--- src/rtl/awp_pkg.sv ---
// ----------------------------------------------------------------------------
// awp_pkg
// Shared types, widths and angle tables for the arrowhead wing point block.
// ----------------------------------------------------------------------------
package awp_pkg;

   localparam int COORD_BITS    = 16;
   localparam int CORDIC_STAGES = 16;

   localparam int VW = COORD_BITS + 18;          // vectoring datapath
   localparam int ZW = 20;                       // Q6.14 angle, signed
   localparam int RW = 20;                       // rotation datapath
   localparam int HW = 17;                       // half angle, unsigned
   localparam int PW = 29;                       // length * sin/cos
   localparam int OW = ((COORD_BITS + 16 > PW + 1) ? COORD_BITS + 16 : PW + 1) + 1;
   localparam int SW = $clog2(CORDIC_STAGES);
   localparam int DW = ((4 * COORD_BITS + 7) / 8) * 8;

   localparam int ANG_PI      = 51472;
   localparam int ANG_TWO_PI  = 102944;
   localparam int ANG_HALF_PI = 25736;
   localparam int CORDIC_GAIN = 19899;
   localparam int DEG_CODES   = 128;

   typedef struct packed {
      logic signed [COORD_BITS-1:0] ex;
      logic signed [COORD_BITS-1:0] ey;
      logic                         degen;
   } side_type;

   typedef struct packed {
      logic signed [VW-1:0] x;
      logic signed [VW-1:0] y;
      logic signed [ZW-1:0] z;
      side_type             side;
   } vec_type;

   typedef struct packed {
      logic signed [RW-1:0] x;
      logic signed [RW-1:0] y;
      logic signed [ZW-1:0] w;
      logic                 neg;
   } lane_type;

   typedef struct packed {
      lane_type  l1;
      lane_type  l2;
      side_type  side;
   } rot_type;

   function automatic logic signed [ZW-1:0] atan_q14(input logic [SW-1:0] i);
      logic signed [ZW-1:0] r;
      case (i)
         0:       r = ZW'(12868);
         1:       r = ZW'(7596);
         2:       r = ZW'(4014);
         3:       r = ZW'(2037);
         4:       r = ZW'(1023);
         5:       r = ZW'(512);
         6:       r = ZW'(256);
         7:       r = ZW'(128);
         8:       r = ZW'(64);
         9:       r = ZW'(32);
         10:      r = ZW'(16);
         11:      r = ZW'(8);
         12:      r = ZW'(4);
         13:      r = ZW'(2);
         14:      r = ZW'(1);
         default: r = '0;
      endcase
      return r;
   endfunction

   function automatic logic [DEG_CODES*HW-1:0] build_half();
      logic [DEG_CODES*HW-1:0] r;
      r = '0;
      for (int i = 0; i < DEG_CODES; i++) begin
         r[i*HW +: HW] = HW'((i * ANG_PI + 90) / 180);
      end
      return r;
   endfunction

   localparam logic [DEG_CODES*HW-1:0] HALF_TAB = build_half();

endpackage

--- src/rtl/awp_vec_cell.sv ---
// ----------------------------------------------------------------------------
// awp_vec_cell
// One vectoring micro-rotation; finds the line angle over the chain.
// ----------------------------------------------------------------------------
module awp_vec_cell (
   input  logic                   clock,
   input  logic                   en,
   input  logic [awp_pkg::SW-1:0] shift,
   input  awp_pkg::vec_type       d_in,
   output awp_pkg::vec_type       d_out
);

   awp_pkg::vec_type q_ff, q_in;

   always_comb begin
      q_in      = d_in;
      if (!d_in.y[awp_pkg::VW-1]) begin
         q_in.x = d_in.x + (d_in.y >>> shift);
         q_in.y = d_in.y - (d_in.x >>> shift);
         q_in.z = d_in.z + awp_pkg::atan_q14(shift);
      end else begin
         q_in.x = d_in.x - (d_in.y >>> shift);
         q_in.y = d_in.y + (d_in.x >>> shift);
         q_in.z = d_in.z - awp_pkg::atan_q14(shift);
      end
   end

   always_ff @(posedge clock) begin
      if (en) q_ff <= q_in;
   end

   assign d_out = q_ff;

endmodule

--- config.mk ---
export PLATFORM = sky130hd
export DESIGN_NAME = awp_vec_cell
export DESIGN_NICKNAME = d
export VERILOG_FILES = /design/src/rtl/awp_pkg.sv /design/src/rtl/awp_vec_cell.sv
export SDC_FILE = /design/constraint.sdc
export NUM_CORES = 1
export LEC_CHECK = 0
export ABC_AREA = 1
export BUFFER_PORTS_ARGS = -buffer_cell sky130_fd_sc_hd__buf_2
export CORE_ASPECT_RATIO = 1.2
export CORE_MARGIN = 2
export CORE_UTILIZATION = 40
export DETAILED_ROUTE_END_ITERATION = 6
export GPL_TIMING_DRIVEN = 1
export PLACE_DENSITY = 0.66
export SKIP_LAST_GASP = 1
export SLEW_MARGIN = 30
export SYNTH_ARGS = -nofsm -noshare
export SYNTH_HDL_FRONTEND = slang
export SYNTH_SLANG_ARGS = --single-unit
--- constraint.sdc ---
create_clock -name clock -period 4 [get_ports clock]
set_input_delay 0 -clock clock [delete_from_list [all_inputs] [get_ports clock]]
set_output_delay 0 -clock clock [all_outputs]
set_load 0.01 [all_outputs]
== Word level (Yosys, flattened, before mapping) ==
Memory sizes are Yosys's and may differ from the RTL's.
Cells that the tools add are included.

* Shift operators: 2
* $add $sub $neg: 6
* Muxes and demuxes: 3

{| class="wikitable"
|+ Operators with widths
! cell !! number
|-
| 2-to-1 mux 88 bit || 1
|-
| adder 34 bit || 2
|-
| >>> shifter 34 x 4 -> 34 bit || 2
|-
| subtractor 34 bit || 2
|-
| 2-to-1 mux 20 bit || 2
|-
| adder 20 bit || 1
|-
| subtractor 20 bit || 1
|}

* Output and inout bits: 121
* Bits in read-only memories: 448
* Memories kept: 2
* Bits of input ports: 127
* Flip-flop bits (word level): 121
* Logic and storage cells: 19

{| class="wikitable"
|+ Memories
! memory !! depth !! bits a word !! rd ports !! clocked after memory_dff !! write ports !! RTL line !! source
|-
| (name not given) || 16 || 14 || 1 || 0 || 0 || awp_pkg.sv:53 || <nowiki>case (i)</nowiki>
|-
| (name not given) || 16 || 14 || 1 || 0 || 0 || awp_pkg.sv:53 ||
|}

== Longest topological paths before layout ==
An unclocked memory read counts as a cell.

* Depth after elaboration: 4
* Depth in mapped cells: 32
* Depth with buffers taken out: 29

== Least setup slack after synthesis ==
Ideal clock, no wire load.

* Kind: in2reg
* From: input port shift[0] (netlist bit)
* To: register q_ff (netlist bit d_out[49]) (data pin)
* Cell stages on the path: 21
* Data arrival time: 3089 ps
* Setup slack: 646 ps
* Setup time: 265 ps
* Path through: buf_4 > inv_2 > buf_6 > buf_6 > ha_1 > inv_1 > ha_1 > o22ai_1 > nor2_1 > nand4_1 > o21ai_0 > xor2_1 > inv_1 > ha_1 > nand2_1 > nor2_1 > nand3_1 > o2111ai_1 > a21oi_1 > o21ai_0 > xor2_1

{| class="wikitable"
|+ RTL lines
! item !! RTL line !! source
|-
| start: declaration || awp_vec_cell.sv:8 || <nowiki>input logic [awp_pkg::SW-1:0] shift,</nowiki>
|-
| end signal: assignment || awp_vec_cell.sv:29 || <nowiki>if (en) q_ff <= q_in;</nowiki>
|-
| end: declaration || awp_vec_cell.sv:13 || <nowiki>awp_pkg::vec_type q_ff, q_in;</nowiki>
|}

==> impl_metrics.tcl <==
set metrics [dict create \
    hpwl_um 39800 \
    max_freq_mhz 269 \
    ir_drop_v 0.000240 \
    internal_power_mw 3.92 \
    p_clk_frac 0.246 \
    crit_end "d_out[110]" \
    synth_largest_area_cell "edfxtp_1" \
    io_pins 248 \
    first_pass_iters 5 \
    hold_path_class "in2reg" \
    syn_nets 2425 \
    cp.required_ps 4200 \
    cap_viol_max_count 0 \
    slew-limit-headroom 0.524 \
    final-hold-violation-count 0 \
    yosysWarnings 0 \
    ys_types 44 \
    antenna_cells 0 \
    via_per_inst 5.28 \
    dpl_cell_area_um2 16400 \
    grt_pass1_vias 14600 \
    core_area_um2 35700 \
    synth_area_per_cell_um2 6.54 \
    drv_slew 0 \
    synthToLayoutAreaGrowth_pct 21.2 \
    numCtsBuffers 17 \
    gr-usage-all-layers 0.260 \
    path_clk_slew_ps 70 \
    clock-sinks 121 \
    pwr-share-comb 0.471 \
    rsz0062_at_grt "false" \
    ant_nets 0 \
    layout_commonest_cell "nand2_1" \
    dieHeight_um 212 \
    cts.htree.levels 4 \
    drive_above_1_share 0.168 \
    crit_start "d_in[54]" \
    final_nets 2719 \
    cts_root_buf "clkbuf_16" \
    synth_seq_cells 121 \
    grt_max_degree 122 \
    gp_congestion 0.971 \
    critPathKind "in2reg" \
    start_util 0.404 \
    drt-wirelength-per-cell_um 16.6 \
    tightestPinTransition_ps 707 \
    drc 0 \
    period_share 0.928 \
    worst_ep_arrival_time_ps 3910 \
    p_leak_nw 8.63 \
    worst-path-max-fanout 5 \
    cts_tree "built" \
    start_kind "primary input" \
    grt-ovfl-total 0 \
    setup_viol_count_final 0 \
    stdcell_area_um2 17400 \
    rows 76 \
    netlist_area_um2 14400 \
    netlist.area_leader.share 0.252 \
    holdWs_ps 22.9 \
    sw_frac_of_total 0.402 \
    io_buffers 247 \
    drt-total-wl_um 49400 \
    cp-end-kind "register" \
    power.switching_mw 2.64 \
    vias 15700 \
    drt_iter0_drc 1385 \
    die-area_um2 37500 \
    finalCriticalPeriod_ps 3710 \
    largest_reg_flops 121 \
    synthCells 2199 \
    layout_common_cells "nand2_1, nand3_1, buf_2, inv_1, nor2_1" \
    antenna_found_initial 0 \
    yosysSeqAreaShare 0.252 \
    cellPowerDensity_nw_per_um2 376 \
    status "completed" \
    die_x_um 177 \
    grt_first_pass_wirelength_um 76300 \
    synth_area_leaders "edfxtp_1, nand2_1, nand3_1, ha_1, xor2_1" \
    cts.path.max_buffers 2 \
    seq_power_share 0.282 \
]
-- power by group through the flow --
stage          registers, mW  clock network, mW  logic [mW]
5_1_grt                 1.88               1.69        3.43
3_3_place_gp            1.87                  0        3.02
6_report                1.85               1.62        3.09
2_1_floorplan           2.04                  0        1.86
3_5_place_dp            1.88                  0        3.03
4_1_cts                 1.86               1.65        3.08
-- final cells by class --
class                           count  area, um^2
Clock buffer                       17         425
Clock inverter                     14         173
Fill cell                        3736       18200
Inverter                          199         747
Multi-Input combinational cell   1808        9660
Sequential cell                   121        3630
Tap cell                          468         586
Timing Repair Buffer              346        2210
-- critical path, cell delays in order --
cell and delay (ps):
dlygate4sd3_1 530, buf_2 170, nand2_1 70, nand3_1 70, nand3_1 90, nand2_1 110
a21oi_2 160, ha_1 190, nand2_1 70, nor2_2 160, nand3_1 160, nand2_2 140
xor2_1 90, ha_1 390, nand2_1 110, nor2_1 110, inv_1 40, o21ai_0 570
nand2_1 150, nand2_1 130, nand3_1 90, nand2_1 120, nand2_1 70, nand2_1 70
xor2_1 60
-- stage by stage --
stage	util	TNS [ps]	cells	setup WS, ps	total power, mW
final	0.489	0	2973	286	6.56
after global routing	0.489	0	2973	12.8	7.00
after CTS	0.488	0	2973	82.2	6.59
after detailed placement	0.461	-842	2905	-521	4.91
after global placement	0.461	-834	2905	-504	4.89
after floorplan	-	0	2199	646	3.90
-- what timing repair did --
item | 4_1_cts | 5_1_grt
buffers inserted | 0 | 0
hold endpoints to repair | 37 | 0
resized for setup | 1 | 7
hold buffers | 37 | 0
cloned | 0 | 0
pin swaps | 0 | 3
endpoints found under the setup margin | 1 | 2
-- logic make-up (layout without fill, tap and decap cells) --
kind of cell               count (synthesis)  count (layout)  share of synthesized area
buffers and inverters                    270             576                     0.0789
adders and majority gates                 99              99                     0.0876
and+or+nand+nor                         1322            1322                      0.397
xor gates and xnor gates                 127             127                     0.0773
DFF                                      121             121                      0.252
AOI/OAI and AO/OA                        260             260                      0.107
-- cell usage after synthesis (all sizes together) --
| cell type | n |
|---|---|
| nor3 | 9 |
| nand4 | 21 |
| nand3 | 362 |
| o22ai | 2 |
| a31oi | 18 |
| o211ai | 4 |
| ha | 96 |
| o21ai | 74 |
| nand3b | 8 |
| nor4 | 7 |
| nand2 | 708 |
| o2111ai | 4 |
| xnor2 | 33 |
| edfxtp | 121 |
| inv | 199 |
| a21oi | 114 |
| buf | 59 |
| a221oi | 2 |
| xor2 | 94 |
| fa | 3 |
| nor2 | 207 |
| clkbuf | 12 |
| o31ai | 3 |
| a21o | 18 |
| o221ai | 3 |
| a211oi | 1 |
| o21bai | 9 |
| a21boi | 2 |
| o21a | 6 |
-- routing by layer --
layer	vias to the layer above	global-route usage	share of wire
met4	0	0.111	0.039
met2	536	0.447	0.48
met1	7135	0.328	0.43
li1	7956	-	-
met5	-	0	0
met3	76	0.0275	0.054
-- worst min path at each step --
stage              start         end  slack, ps  cells past startpoint
4_1_cts        d_in[120]  d_out[120]         10                      4
2_1_floorplan    d_in[0]    d_out[0]        100                      0
5_1_grt         d_in[33]   d_out[33]         50                      4
3_5_place_dp     d_in[8]    d_out[8]        180                      1
3_3_place_gp    d_in[20]   d_out[20]        180                      1
6_report       d_in[120]  d_out[120]         20                      4
(Power assumes the default switching activity.)
