## src/rtl/awp_pkg.sv

```systemverilog
// ----------------------------------------------------------------------------
// awp_pkg
// Shared types, widths and angle tables for the arrowhead wing point block.
// ----------------------------------------------------------------------------
package awp_pkg;

   localparam int COORD_BITS    = 16;
   localparam int CORDIC_STAGES = 16;

   localparam int VW = COORD_BITS + 18;          // vectoring datapath
   localparam int ZW = 20;                       // Q6.14 angle, signed
   localparam int RW = 20;                       // rotation datapath
   localparam int HW = 17;                       // half angle, unsigned
   localparam int PW = 29;                       // length * sin/cos
   localparam int OW = ((COORD_BITS + 16 > PW + 1) ? COORD_BITS + 16 : PW + 1) + 1;
   localparam int SW = $clog2(CORDIC_STAGES);
   localparam int DW = ((4 * COORD_BITS + 7) / 8) * 8;

   localparam int ANG_PI      = 51472;
   localparam int ANG_TWO_PI  = 102944;
   localparam int ANG_HALF_PI = 25736;
   localparam int CORDIC_GAIN = 19899;
   localparam int DEG_CODES   = 128;

   typedef struct packed {
      logic signed [COORD_BITS-1:0] ex;
      logic signed [COORD_BITS-1:0] ey;
      logic                         degen;
   } side_type;

   typedef struct packed {
      logic signed [VW-1:0] x;
      logic signed [VW-1:0] y;
      logic signed [ZW-1:0] z;
      side_type             side;
   } vec_type;

   typedef struct packed {
      logic signed [RW-1:0] x;
      logic signed [RW-1:0] y;
      logic signed [ZW-1:0] w;
      logic                 neg;
   } lane_type;

   typedef struct packed {
      lane_type  l1;
      lane_type  l2;
      side_type  side;
   } rot_type;

   function automatic logic signed [ZW-1:0] atan_q14(input logic [SW-1:0] i);
      logic signed [ZW-1:0] r;
      case (i)
         0:       r = ZW'(12868);
         1:       r = ZW'(7596);
         2:       r = ZW'(4014);
         3:       r = ZW'(2037);
         4:       r = ZW'(1023);
         5:       r = ZW'(512);
         6:       r = ZW'(256);
         7:       r = ZW'(128);
         8:       r = ZW'(64);
         9:       r = ZW'(32);
         10:      r = ZW'(16);
         11:      r = ZW'(8);
         12:      r = ZW'(4);
         13:      r = ZW'(2);
         14:      r = ZW'(1);
         default: r = '0;
      endcase
      return r;
   endfunction

   function automatic logic [DEG_CODES*HW-1:0] build_half();
      logic [DEG_CODES*HW-1:0] r;
      r = '0;
      for (int i = 0; i < DEG_CODES; i++) begin
         r[i*HW +: HW] = HW'((i * ANG_PI + 90) / 180);
      end
      return r;
   endfunction

   localparam logic [DEG_CODES*HW-1:0] HALF_TAB = build_half();

endpackage

```

## src/rtl/awp_rot_cell.sv

```systemverilog
// ----------------------------------------------------------------------------
// awp_rot_cell
// One rotation micro-step for both wings; builds cosine and sine.
// ----------------------------------------------------------------------------
module awp_rot_cell (
   input  logic                   clock,
   input  logic                   en,
   input  logic [awp_pkg::SW-1:0] shift,
   input  awp_pkg::rot_type       d_in,
   output awp_pkg::rot_type       d_out
);

   awp_pkg::rot_type q_ff, q_in;

   function automatic awp_pkg::lane_type step(input awp_pkg::lane_type a,
                                              input logic [awp_pkg::SW-1:0] s);
      awp_pkg::lane_type r;
      r = a;
      if (!a.w[awp_pkg::ZW-1]) begin
         r.x = a.x - (a.y >>> s);
         r.y = a.y + (a.x >>> s);
         r.w = a.w - awp_pkg::atan_q14(s);
      end else begin
         r.x = a.x + (a.y >>> s);
         r.y = a.y - (a.x >>> s);
         r.w = a.w + awp_pkg::atan_q14(s);
      end
      return r;
   endfunction

   always_comb begin
      q_in      = d_in;
      q_in.l1   = step(d_in.l1, shift);
      q_in.l2   = step(d_in.l2, shift);
   end

   always_ff @(posedge clock) begin
      if (en) q_ff <= q_in;
   end

   assign d_out = q_ff;

endmodule

```

## config.mk

```make
export PLATFORM = sky130hd
export DESIGN_NAME = awp_rot_cell
export DESIGN_NICKNAME = d
export VERILOG_FILES = /design/src/rtl/awp_pkg.sv /design/src/rtl/awp_rot_cell.sv
export SDC_FILE = /design/constraint.sdc
export NUM_CORES = 1
export LEC_CHECK = 0
export CORE_ASPECT_RATIO = 1.4
export CORE_MARGIN = 10
export CORE_UTILIZATION = 40
export DETAILED_ROUTE_END_ITERATION = 8
export DONT_BUFFER_PORTS = 1
export MAX_ROUTING_LAYER = met4
export PLACE_DENSITY = 0.65
export SETUP_SLACK_MARGIN = 0.15
export SYNTH_ARGS = -nofsm -noshare
export SYNTH_HDL_FRONTEND = slang
export SYNTH_SLANG_ARGS = --single-unit
```

## constraint.sdc

```tcl
create_clock -name clock -period 8.37 [get_ports clock]
set_input_delay 0.4185 -clock clock [delete_from_list [all_inputs] [get_ports clock]]
set_output_delay 0.4185 -clock clock [all_outputs]
set_load 0.1 [all_outputs]
```

# After elaboration in Yosys (flattened, before gate mapping)
# Memories as Yosys holds them, arrays and structs flattened.
# Index checks and enable logic that the tools add are counted.
dict set report word_totals {
  register_bits 155
  latch_bits 0
  ram_bits 0
  mem_bits_ro 896
  inputBits 161
  output_inout_bits 155
  word_cells 37
  n_memories 4
}
# memory depth word_bits read_ports rd_ports_with_merged_regs wr line_no
set memory_table {}
lappend memory_table {{(no name shown)} 16 14 1 0 0 awp_pkg.sv:53} ;# case (i)
lappend memory_table {{(no name shown)} 16 14 1 0 0 awp_pkg.sv:53}
lappend memory_table {{(no name shown)} 16 14 1 0 0 awp_pkg.sv:53}
lappend memory_table {{(no name shown)} 16 14 1 0 0 awp_pkg.sv:53}
dict set report op_classes {
  n_addsub 12
  multipliers 0
  div_mod_pow 0
  magnitude_cmp 0
  n_eq_ne 0
  shift 4
  mux 6
  bitwise 0
  n_reduce_logical 0
}
# cell n
set op_table {}
lappend op_table {{20-bit adder} 6}
lappend op_table {{60-bit 2-to-1 mux} 2}
lappend op_table {{20-bit subtractor} 6}
lappend op_table {{20-bit 2-to-1 mux} 4}
lappend op_table {{20-bit by 4-bit >>> shifter with 20-bit output} 4}

# Depth between registers and ports, before layout
# Gate-level depths: netlist of run 1.
# An unclocked memory read counts as a cell.
dict set report logic_depth {
  ltp_word 4
  ltp_mapped 27
  mapped_depth_nobuf 21
}

# Worst setup path after synthesis of run 1
# Ideal clock, no wire load.
dict set report synth_path {
  path_kind {input to register}
  startpoint {input port shift[1] (netlist name)}
  endpoint {register q_ff, in the netlist d_out[93] (data pin)}
  setup_ps 268
  arrival_ps 5106
  t_required_ps 8102
  path_slack_ps 2996
  stages 23
  n_path_buf 6
  path_cell_list {buf_2 -> buf_2 -> buf_2 -> buf_2 -> buf_2 -> buf_2 -> mux4_2 -> nor2_1 -> a21oi_1 -> a21oi_1 -> nand3_1 -> nor2_2 -> a21oi_1 -> xnor2_1 -> ha_1 -> or2_2 -> a21oi_1 -> a21oi_1 -> and4_1 -> a2111oi_0 -> a21oi_1 -> a31oi_1 -> xnor3_1}
}
# element line_no
set synth_lines {}
lappend synth_lines {{from (decl)} awp_rot_cell.sv:8} ;# input logic [awp_pkg::SW-1:0] shift,
lappend synth_lines {{to (signal assigned)} awp_rot_cell.sv:38} ;# if (en) q_ff <= q_in;
lappend synth_lines {{to (decl)} awp_rot_cell.sv:13} ;# awp_pkg::rot_type q_ff, q_in;

==> flow_summary_export.csv, run 1 <==
group,metric,value,unit
grt,antenna_found_initial,3,
job,max-cap-violations,0,
final_layout,design_area,17100,µm²
setup_path,crit_arrival,5330,ps
final_layout,stdcell_count,2088,
placed_design,place_hpwl,40900,µm
grt,grt_pass1_vias,12500,
routing,drtIter0Drc,848,
pwr,power.density,261,nW/µm²
logic_synthesis,ys_top_cells_by_count,"edfxtp_1, a21oi_1, ha_1",
cts,numCtsBuffers,17,
final_layout,regArea,4650,µm²
cts,post_cts_buffers,0,
cts,cts_hold_buffers,0,
sta,setup_violations,0,
logic_synthesis,ys_warn_count,0,
pwr,peakVddDrop,0.139,mV
placed_design,gp_routability_congestion,0.938,
cts,cts_tree,"done",
final_layout,largest_reg_flops,155,
cts,ctsResizeCount,0,
die,die_area,49000,µm²
logic_synthesis,async_reset_ff_share,0,%
final_layout,num-fill-cells,3830,
logic_synthesis,ys.flop_type,"edfxtp_1",
logic_synthesis,avgSynthCellArea,10.2,µm²
setup_path,cp-start-kind,"input port",
sta,finalCritPeriodShare,61.5,%
die,core-area,40200,µm²
cts,htreeDepth,4,
logic_synthesis,synth_cells,1583,
placed_design,placedInstanceArea,16500,µm²
setup_path,setup.worst_path.start,"shift[1]",
routing,wl,51000,µm
sta,maxSlewHeadroom,31.8,%
sta,worstMarginPinSlew,1020,ps
sta,fin_tns_setup,0,ps
final_layout,nNetsFinal,1837,
routing,drtAntennaViolNets,0,
sta,period_minus_slack,5140,ps
logic_synthesis,synth_most_common_cell,"edfxtp_1",
final_layout,area_delta_synth_final,5.49,%
grt,grt_max_degree,156,
setup_path,crit_end,"d_out[114]",
sta,hold_viol_final,0,
logic_synthesis,yosys.area.top_type_share,28.8,%
setup_path,path_class,"in -> reg",
routing,num_vias,12600,
die,die_height,258,µm
cts,cts_sinks,155,
logic_synthesis,ys_ff_latch,155,
setup_path,critPathMaxFanout,81,
logic_synthesis,synth_fp_nets,1881,
hold_path,hold_path.class,"in -> reg",
routing,viasPerCell,6.02,
final_layout,drive_gt1_share,11.5,%
cts,cts.reportedPaths.clkPinSlew,70,ps
logic_synthesis,synth-edff-count,155,
routing,wire_per_inst,24.4,µm
logic_synthesis,ys_types,85,
grt,grt_use_total,20.6,%
outcome,status,"finished clean",
die,die_x,190,µm
setup_path,required,8560,ps
logic_synthesis,synth_largest_area_cell,"edfxtp_1",
die,row_count,87,
pwr,p_leak,6.58,nW
setup_path,worst_setup_path_end_kind,"flip-flop",
logic_synthesis,seq_area_frac_synth,28.8,%
grt,grt_overflow,0,
die,initial_core_util,40.3,%
routing,drcViolationCount,0,
grt,grt_pass1_wl,74800,µm
sta,max_freq,0.194,GHz
hold_path,hp-start,"d_in[23]",
final_layout,fin_util,42.5,%
cts,cts_root_buffer,"clkbuf_16",
logic_synthesis,syn_area,16200,µm²
placed_design,dp_cells,2054,
logic_synthesis,synthTopCellsByArea,"edfxtp_1, mux4_2, ha_1",
routing,first_pass_iters,5,
die,pin_count,316,
cts,clockBufferDepth,2,
sta,rsz0062_at_grt,"no",
final_layout,multiInputGateArea,10900,µm²
placed_design,portBuffers,0,
sta,slew_violations,0,
==> power breakdown <==
group	internal (mW)	switching, mW	total [mW]
Clock	0.391	0.360	0.751
Sequential	1.12	1.35	2.47
Combinational	0.576	0.652	1.23
Total	2.09	2.36	4.45
==> worst min path at each step <==
stage                      to  slack [ps]  cells past startpoint
floorplan            d_out[0]         520                      0
global placement    d_out[27]         520                      0
detailed placement  d_out[19]         520                      0
CTS                 d_out[23]          40                      0
global route        d_out[13]          30                      0
finish              d_out[23]          60                      0
==> area by class of cell <==
class / count / area share (%)
Multi-Input combinational cell: 1305 / 64.1
Sequential cell: 155 / 27.3
Tap cell: 534 / 3.91
Clock buffer: 18 / 2.51
Inverter: 56 / 1.23
Clock inverter: 14 / 0.762
Timing Repair Buffer: 4 / 0.176
Antenna cell: 2 / 0.0293
==> kinds of logic after synthesis <==
family,synth area share (%)
fa+ha+maj,10.9
buf+inv,3.61
flops,28.8
xor+xnor,10.3
mux,19.8
simple gates,13.0
compound gates,13.7
==> layout by cell type (no fill, tap or decap), types with 9 or more instances in the layout <==
cell	count
a211oi_1	10
a21o_1	27
a21oi_1	136
a31oi_1	20
and2_1	11
and3_1	17
clkbuf_16	17
edfxtp_1	155
ha_1	131
inv_1	54
mux2_2	35
mux2i_1	59
mux4_1	12
mux4_2	78
nand2_1	111
nand2b_1	24
nand3_1	23
nor2_1	127
nor2b_1	15
nor3_1	37
o21a_1	21
o21ai_0	62
o21ai_1	9
o21bai_1	15
or3_1	11
xnor2_1	119
xor2_1	69
==> per-stage QoR <==
stage	worst slack, ps	total power [mW]	hold WS (ps)
final	3230	4.45	64.4
after global placement	3090	3.71	517
after CTS	3340	4.50	36.5
after floorplan	3000	3.46	517
after detailed placement	2880	3.72	518
after global routing	2730	4.67	34.2
==> routing by layer <==
metal	GRT usage, %	up-vias	share of wire (%)
met3	6.88	115	8.5
li1	-	5890	-
met1	19.1	6029	34
met4	9.96	0	4.7
met5	-	-	0
met2	37.2	533	53
==> worst max-delay path, cell delays in order <==
cell and delay, ps:
inv_1 430, ha_1 470, nand2b_1 110, nand2_1 60
a22oi_1 290, ha_1 270, nand2_1 60, nor3_1 300
nor3b_1 370, nor3b_2 490, nor2_1 100, mux2_2 290
ha_1 370, or3_1 360, o21ai_0 110, a211oi_1 100
nor3_1 290, o31ai_1 110, a21oi_1 180, xnor2_1 80
No activity file was read; power rests on OpenSTA's default activity.
==> inputs of run 2 (changes only) <==
--- a/config.mk
+++ b/config.mk
@@ -5,6 +5,7 @@
 export SDC_FILE = /design/constraint.sdc
 export NUM_CORES = 1
 export LEC_CHECK = 0
+export ABC_AREA = 1
 export CORE_ASPECT_RATIO = 1.4
 export CORE_MARGIN = 10
 export CORE_UTILIZATION = 40
==> constraint.sdc (replaced) <==
create_clock -name clock -period 5.05 [get_ports clock]
set_input_delay 0.2525 -clock clock [delete_from_list [all_inputs] [get_ports clock]]
set_output_delay 0.2525 -clock clock [all_outputs]
set_load 0.1 [all_outputs]
==> flow_summary_export.csv, run 2 <==
group,metric,value,unit
outcome,status,"finished clean",
cts,cts_tree,"done",
sta,finalCritPeriodShare,85.9,%
placed_design,portBuffers,0,
pwr,p_leak,8.24,nW
logic_synthesis,yosys.area.top_type_share,28.0,%
logic_synthesis,ys_warn_count,0,
routing,wire_per_inst,20.1,µm
die,row_count,88,
final_layout,design_area,17900,µm²
placed_design,gp_routability_congestion,0.967,
logic_synthesis,synth_fa_ha_area_share,10.6,%
sta,slew_violations,0,
routing,wl,58700,µm
logic_synthesis,syn_area,16600,µm²
cts,cts.reportedPaths.clkPinSlew,70,ps
logic_synthesis,ys_types,51,
die,die_height,261,µm
routing,first_pass_iters,6,
die,initial_core_util,40.3,%
cts,htreeDepth,4,
logic_synthesis,synth_top_family_by_area,"simple AND/OR/NAND/NOR gates",
logic_synthesis,synth_compound_area_share,11.3,%
grt,grt_pass1_vias,15600,
sta,hold_viol_final,0,
final_layout,area_delta_synth_final,7.74,%
sta,worstMarginPinSlew,1110,ps
hold_path,hold_depth,1,
logic_synthesis,avgSynthCellArea,6.98,µm²
logic_synthesis,synth_simple_gate_area_share,34.9,%
logic_synthesis,synthTopCellsByArea,"edfxtp_1, nand2_1, nand3_1",
pwr,peakVddDrop,0.291,mV
logic_synthesis,synth_fp_nets,2678,
placed_design,pre_cts_slack,311,ps
routing,drcViolationCount,0,
placed_design,dp_cells,2854,
cts,cts_root_buffer,"clkbuf_16",
logic_synthesis,synth_cells,2380,
final_layout,fin_util,43.4,%
sta,fin_ws,710,ps
die,die_area,50200,µm²
cts,post_cts_buffers,0,
sta,fin_hold_ws,16.7,ps
grt,grt_max_degree,156,
pwr,p_total,7.50,mW
sta,period_minus_slack,4340,ps
grt,grt_use_total,23.3,%
logic_synthesis,synthXorXnorAreaFrac,8.54,%
hold_path,hp-start,"d_in[74]",
die,core-area,41200,µm²
logic_synthesis,async_reset_ff_share,0,%
hold_path,hold_path.class,"in -> reg",
routing,viasPerCell,5.55,
hold_path,min_to,"d_out[74]",
grt,antenna_found_initial,0,
cts,clockBufferDepth,2,
logic_synthesis,synth_most_common_cell,"nand2_1",
setup_path,critPathMaxFanout,84,
cts,cts_sinks,155,
grt,grt_pass1_wl,88400,µm
grt,grt_overflow,0,
job,max-cap-violations,0,
routing,drtIter0Drc,1106,
logic_synthesis,synth_largest_area_cell,"edfxtp_1",
die,die_x,192,µm
die,pin_count,316,
setup_path,required,5260,ps
sta,rsz0062_at_grt,"no",
final_layout,largest_reg_flops,155,
logic_synthesis,synth-edff-count,155,
final_layout,stdcell_count,2925,
final_layout,nNetsFinal,2670,
logic_synthesis,synthMuxAreaShare,0,%
setup_path,cp-start-kind,"input port",
routing,drtAntennaViolNets,0,
final_layout,layout.cells.most_common,"nand2_1",
cts,numCtsBuffers,17,
pwr,power.density,419,nW/µm²
setup_path,path_class,"in -> reg",
placed_design,place_hpwl,47500,µm
sta,max_freq,0.230,GHz
setup_path,worst_setup_path_end_kind,"flip-flop",
routing,num_vias,16200,
final_layout,drive_gt1_share,4.11,%
logic_synthesis,seq_area_frac_synth,28.0,%
sta,fin_tns_setup,0,ps
placed_design,placedInstanceArea,16900,µm²
logic_synthesis,ys_ff_latch,155,
logic_synthesis,ys_top_cells_by_count,"nand2_1, nand3_1, inv_1",
logic_synthesis,ys.flop_type,"edfxtp_1",
setup_path,crit_arrival,4550,ps
final_layout,final_cell_mix,"nand2_1, nand3_1, inv_1",
sta,maxSlewHeadroom,26.3,%
sta,setup_violations,0,
run 2: cell types whose count changed after synthesis, moves of 21 or more:
cell / delta
mux4_2: -78
o21ai_0: +41
inv_1: +105
nand3_1: +351
xor2_1: +50
mux2_2: -35
nor3_1: -21
nand2b_1: -23
nor2_1: +26
nand2_1: +626
mux2i_1: -59
xnor2_1: -76
run 2: area by class of cell:
| class | instances | area, µm² |
|---|---|---|
| flip-flops and latches | 155 | 4650 |
| repair buffers | 49 | 495 |
| fillers | 4326 | 23300 |
| inverters | 173 | 657 |
| clock buffers | 17 | 425 |
| clock inverters | 14 | 136 |
| multi-input cells | 1976 | 10800 |
| diodes | 1 | 2.50 |
| well taps | 540 | 676 |
run 2: cells by family (layout without fill, tap and decap cells):
| family | count (synthesis) | after routing |
|---|---|---|
| other | 0 | 1 |
| buffers and inverters | 249 | 253 |
| and+or+nand+nor | 1352 | 1352 |
| DFF | 155 | 155 |
| adders and majority gates | 137 | 137 |
| AOI/OAI and AO/OA | 325 | 325 |
| xor gates and xnor gates | 162 | 162 |
run 2: what timing repair did:
| item | 4_1_cts | 5_1_grt |
|---|---|---|
| hold endpoints to repair | 193 | 0 |
| gates resized for setup | 0 | 0 |
| setup endpoints to repair | 0 | 0 |
| hold buffers | 39 | 0 |
run 2: per-layer routing:
metal | track usage [%] | part of all wire, % | up-vias
met5 | - | 0 | -
met4 | 8.11 | 2.8 | 0
met2 | 42.1 | 53 | 502
met3 | 3.78 | 5.1 | 79
li1 | - | - | 8071
met1 | 25.2 | 39 | 7584
run 2: critical path, cell delays in order:
cell and delay, ps:
inv_6 360, ha_1 240, inv_1 80, o31ai_1 720, inv_1 100, ha_1 250
nand4_1 150, nor2_1 90, nand2_1 160, nand2_1 90, o21ai_0 490, ha_1 230
nand2_1 100, nor4_1 470, nand4_1 240, nand3_1 190, a31oi_1 100, xnor2_1 140
run 2: how the worst max path moves through the flow:
stage          startpoint         end  slack [ps]  cells after the start
6_report         shift[0]  d_out[114]         710                     18
5_1_grt          shift[0]  d_out[114]         380                     18
4_1_cts          shift[0]  d_out[114]         790                     18
3_5_place_dp     shift[0]  d_out[114]         310                     18
3_3_place_gp     shift[0]  d_out[114]         210                     18
2_1_floorplan    shift[0]   d_out[51]        1390                     22
run 2: where the power goes:
part | total (mW) | internal [mW] | switching, mW
combinational | 2.19 | 0.796 | 1.40
sequential | 4.01 | 1.85 | 2.16
clock | 1.30 | 0.687 | 0.612
==> inputs of run 3 (changes only) <==
--- a/config.mk
+++ b/config.mk
@@ -12,7 +12,7 @@
 export DETAILED_ROUTE_END_ITERATION = 8
 export DONT_BUFFER_PORTS = 1
 export MAX_ROUTING_LAYER = met4
-export PLACE_DENSITY = 0.65
+export PLACE_DENSITY = 0.67
 export SETUP_SLACK_MARGIN = 0.15
 export SYNTH_ARGS = -nofsm -noshare
 export SYNTH_HDL_FRONTEND = slang
==> constraint.sdc (replaced) <==
create_clock -name clock -period 3.6 [get_ports clock]
set_input_delay 0.18 -clock clock [delete_from_list [all_inputs] [get_ports clock]]
set_output_delay 0.18 -clock clock [all_outputs]
set_load 0.1 [all_outputs]
==> flow_summary_export.csv, run 3 (same netlist as run 2, synthesis figures left out) <==
group,metric,value,unit
placed_design,placedInstanceArea,18700,µm²
sta,hold_viol_final,23,
final_layout,stdcell_count,3161,
cts,cts_hold_buffers,45,
job,max-cap-violations,0,
cts,cts.reportedPaths.clkPinSlew,70,ps
cts,clockBufferDepth,2,
pwr,combPwrFrac,32.7,%
setup_path,required,3790,ps
setup_path,critPathMaxFanout,84,
placed_design,dp_cells,3080,
sta,slew_violations,0,
routing,wire_per_inst,19.5,µm
sta,worstMarginPinSlew,983,ps
pwr,p_leak,9.43,nW
die,core-area,41200,µm²
die,pin_count,316,
pwr,peakVddDrop,0.336,mV
grt,grt_max_degree,156,
routing,drtIter0Drc,1334,
die,die_x,192,µm
pwr,internal_power,5.17,mW
routing,wl,61600,µm
die,initial_core_util,40.3,%
grt,grt_overflow,0,
setup_path,crit_arrival,3570,ps
pwr,switching_share,53.8,%
final_layout,largest_reg_flops,155,
sta,fin_ws,217,ps
pwr,p_sw,6.03,mW
final_layout,design_area,19900,µm²
placed_design,pre_cts_slack,-412,ps
final_layout,area_delta_synth_final,20.1,%
sta,finalCritPeriodShare,94.0,%
cts,cts_root_buffer,"clkbuf_16",
sta,period_minus_slack,3380,ps
routing,drcViolationCount,0,
setup_path,path_class,"in -> reg",
die,die_height,261,µm
sta,rsz0062_at_grt,"yes",
setup_path,cp-start-kind,"input port",
routing,num_vias,17200,
setup_path,setup.worst_path.start,"shift[0]",
cts,cts_tree,"done",
grt,grt_pass1_wl,92400,µm
sta,fin_hold_ws,-141,ps
cts,htreeDepth,4,
placed_design,gp_routability_congestion,0.965,
setup_path,worst_setup_path_end_kind,"flip-flop",
die,row_count,88,
grt,grt_use_total,24.1,%
pwr,pwr-share-clk,17.2,%
sta,maxSlewHeadroom,34.6,%
cts,cts_sinks,155,
routing,viasPerCell,5.45,
outcome,status,"finished with violations",
sta,setup_violations,0,
routing,first_pass_iters,7,
final_layout,layout.cells.most_common,"nand2_1",
grt,antenna_found_initial,0,
placed_design,portBuffers,0,
hold_path,hold_path.class,"in -> reg",
hold_path,hp-start,"en",
final_layout,final_cell_mix,"nand2_1, nand3_1, buf_4",
pwr,p_total,11.2,mW
final_layout,diodes,0,
routing,drtAntennaViolNets,0,
outcome,violations,"hold timing",
pwr,seqPwrFrac,50.1,%
placed_design,place_hpwl,49700,µm
final_layout,drive_gt1_share,13.8,%
pwr,power.density,562,nW/µm²
final_layout,nNetsFinal,2906,
sta,max_freq,0.296,GHz
cts,numCtsBuffers,17,
die,die_area,50200,µm²
grt,grt_pass1_vias,16900,
[run 3: cell count changes in the layout (fill, tap and decap cells not counted), sizes merged]
| cell | delta |
|---|---|
| buf | +228 |
| dlygate4sd3 | +7 |
| inv | +2 |
| clkbuf | +1 |
| clkinv | -1 |
| diode | -1 |
[run 3: layout make-up]
class / instances / area (µm²)
inverter: 173 / 664
tap: 540 / 676
timing repair buffer: 285 / 2340
clock inverter: 15 / 176
fill: 4206 / 21200
clock buffer: 17 / 425
multi-input combinational: 1976 / 11000
sequential: 155 / 4650
[run 3: path summary, 6_finish.rpt]
check / to / depth (start not counted)
max: d_out[114] / 21
min: d_out[91] / 0
[run 3: what timing repair did]
action	4_1_cts	5_1_grt
cloned	0	1
pin swaps	0	12
setup buffers	0	3
resized for setup	2	43
endpoints found under the hold margin	200	155
setup endpoints to repair	1	24
[run 3: power by group through the flow]
stage / registers [mW] / logic, mW / clock network [mW]
2_1_floorplan: 5.55 / 2.38 / 0
3_3_place_gp: 5.67 / 3.50 / 0
3_5_place_dp: 5.67 / 3.54 / 0
4_1_cts: 5.64 / 3.60 / 1.97
5_1_grt: 5.65 / 4.10 / 2.04
6_report: 5.62 / 3.66 / 1.92
[run 3: layer usage]
metal	vias up	part of all wire, %	GRT usage [%]
li1	8545	-	-
met1	8049	37	24.4
met2	506	54	44.8
met3	119	4.8	3.73
met4	0	4.4	10.4
met5	-	0	-
[run 3: critical path, stage by stage]
cell,delay (ps)
inv_8,80
ha_1,220
inv_1,150
o21ai_2,100
nor2_4,150
nand2_1,60
nor2_1,150
nand4_1,170
nor2_2,190
nand2_2,90
nor2_4,200
nor2_1,90
nand2_1,60
o21ai_0,190
ha_2,290
a21oi_1,200
o21ai_0,180
a211oi_1,330
nand3_2,170
a31oi_2,180
xnor2_1,100
[run 3: stage by stage]
stage	utilization (%)	TNS (ps)
6_report	48.4	0
3_3_place_gp	45.4	-2000
2_1_floorplan	-	0
4_1_cts	48.0	0
3_5_place_dp	45.4	-2350
5_1_grt	48.4	0
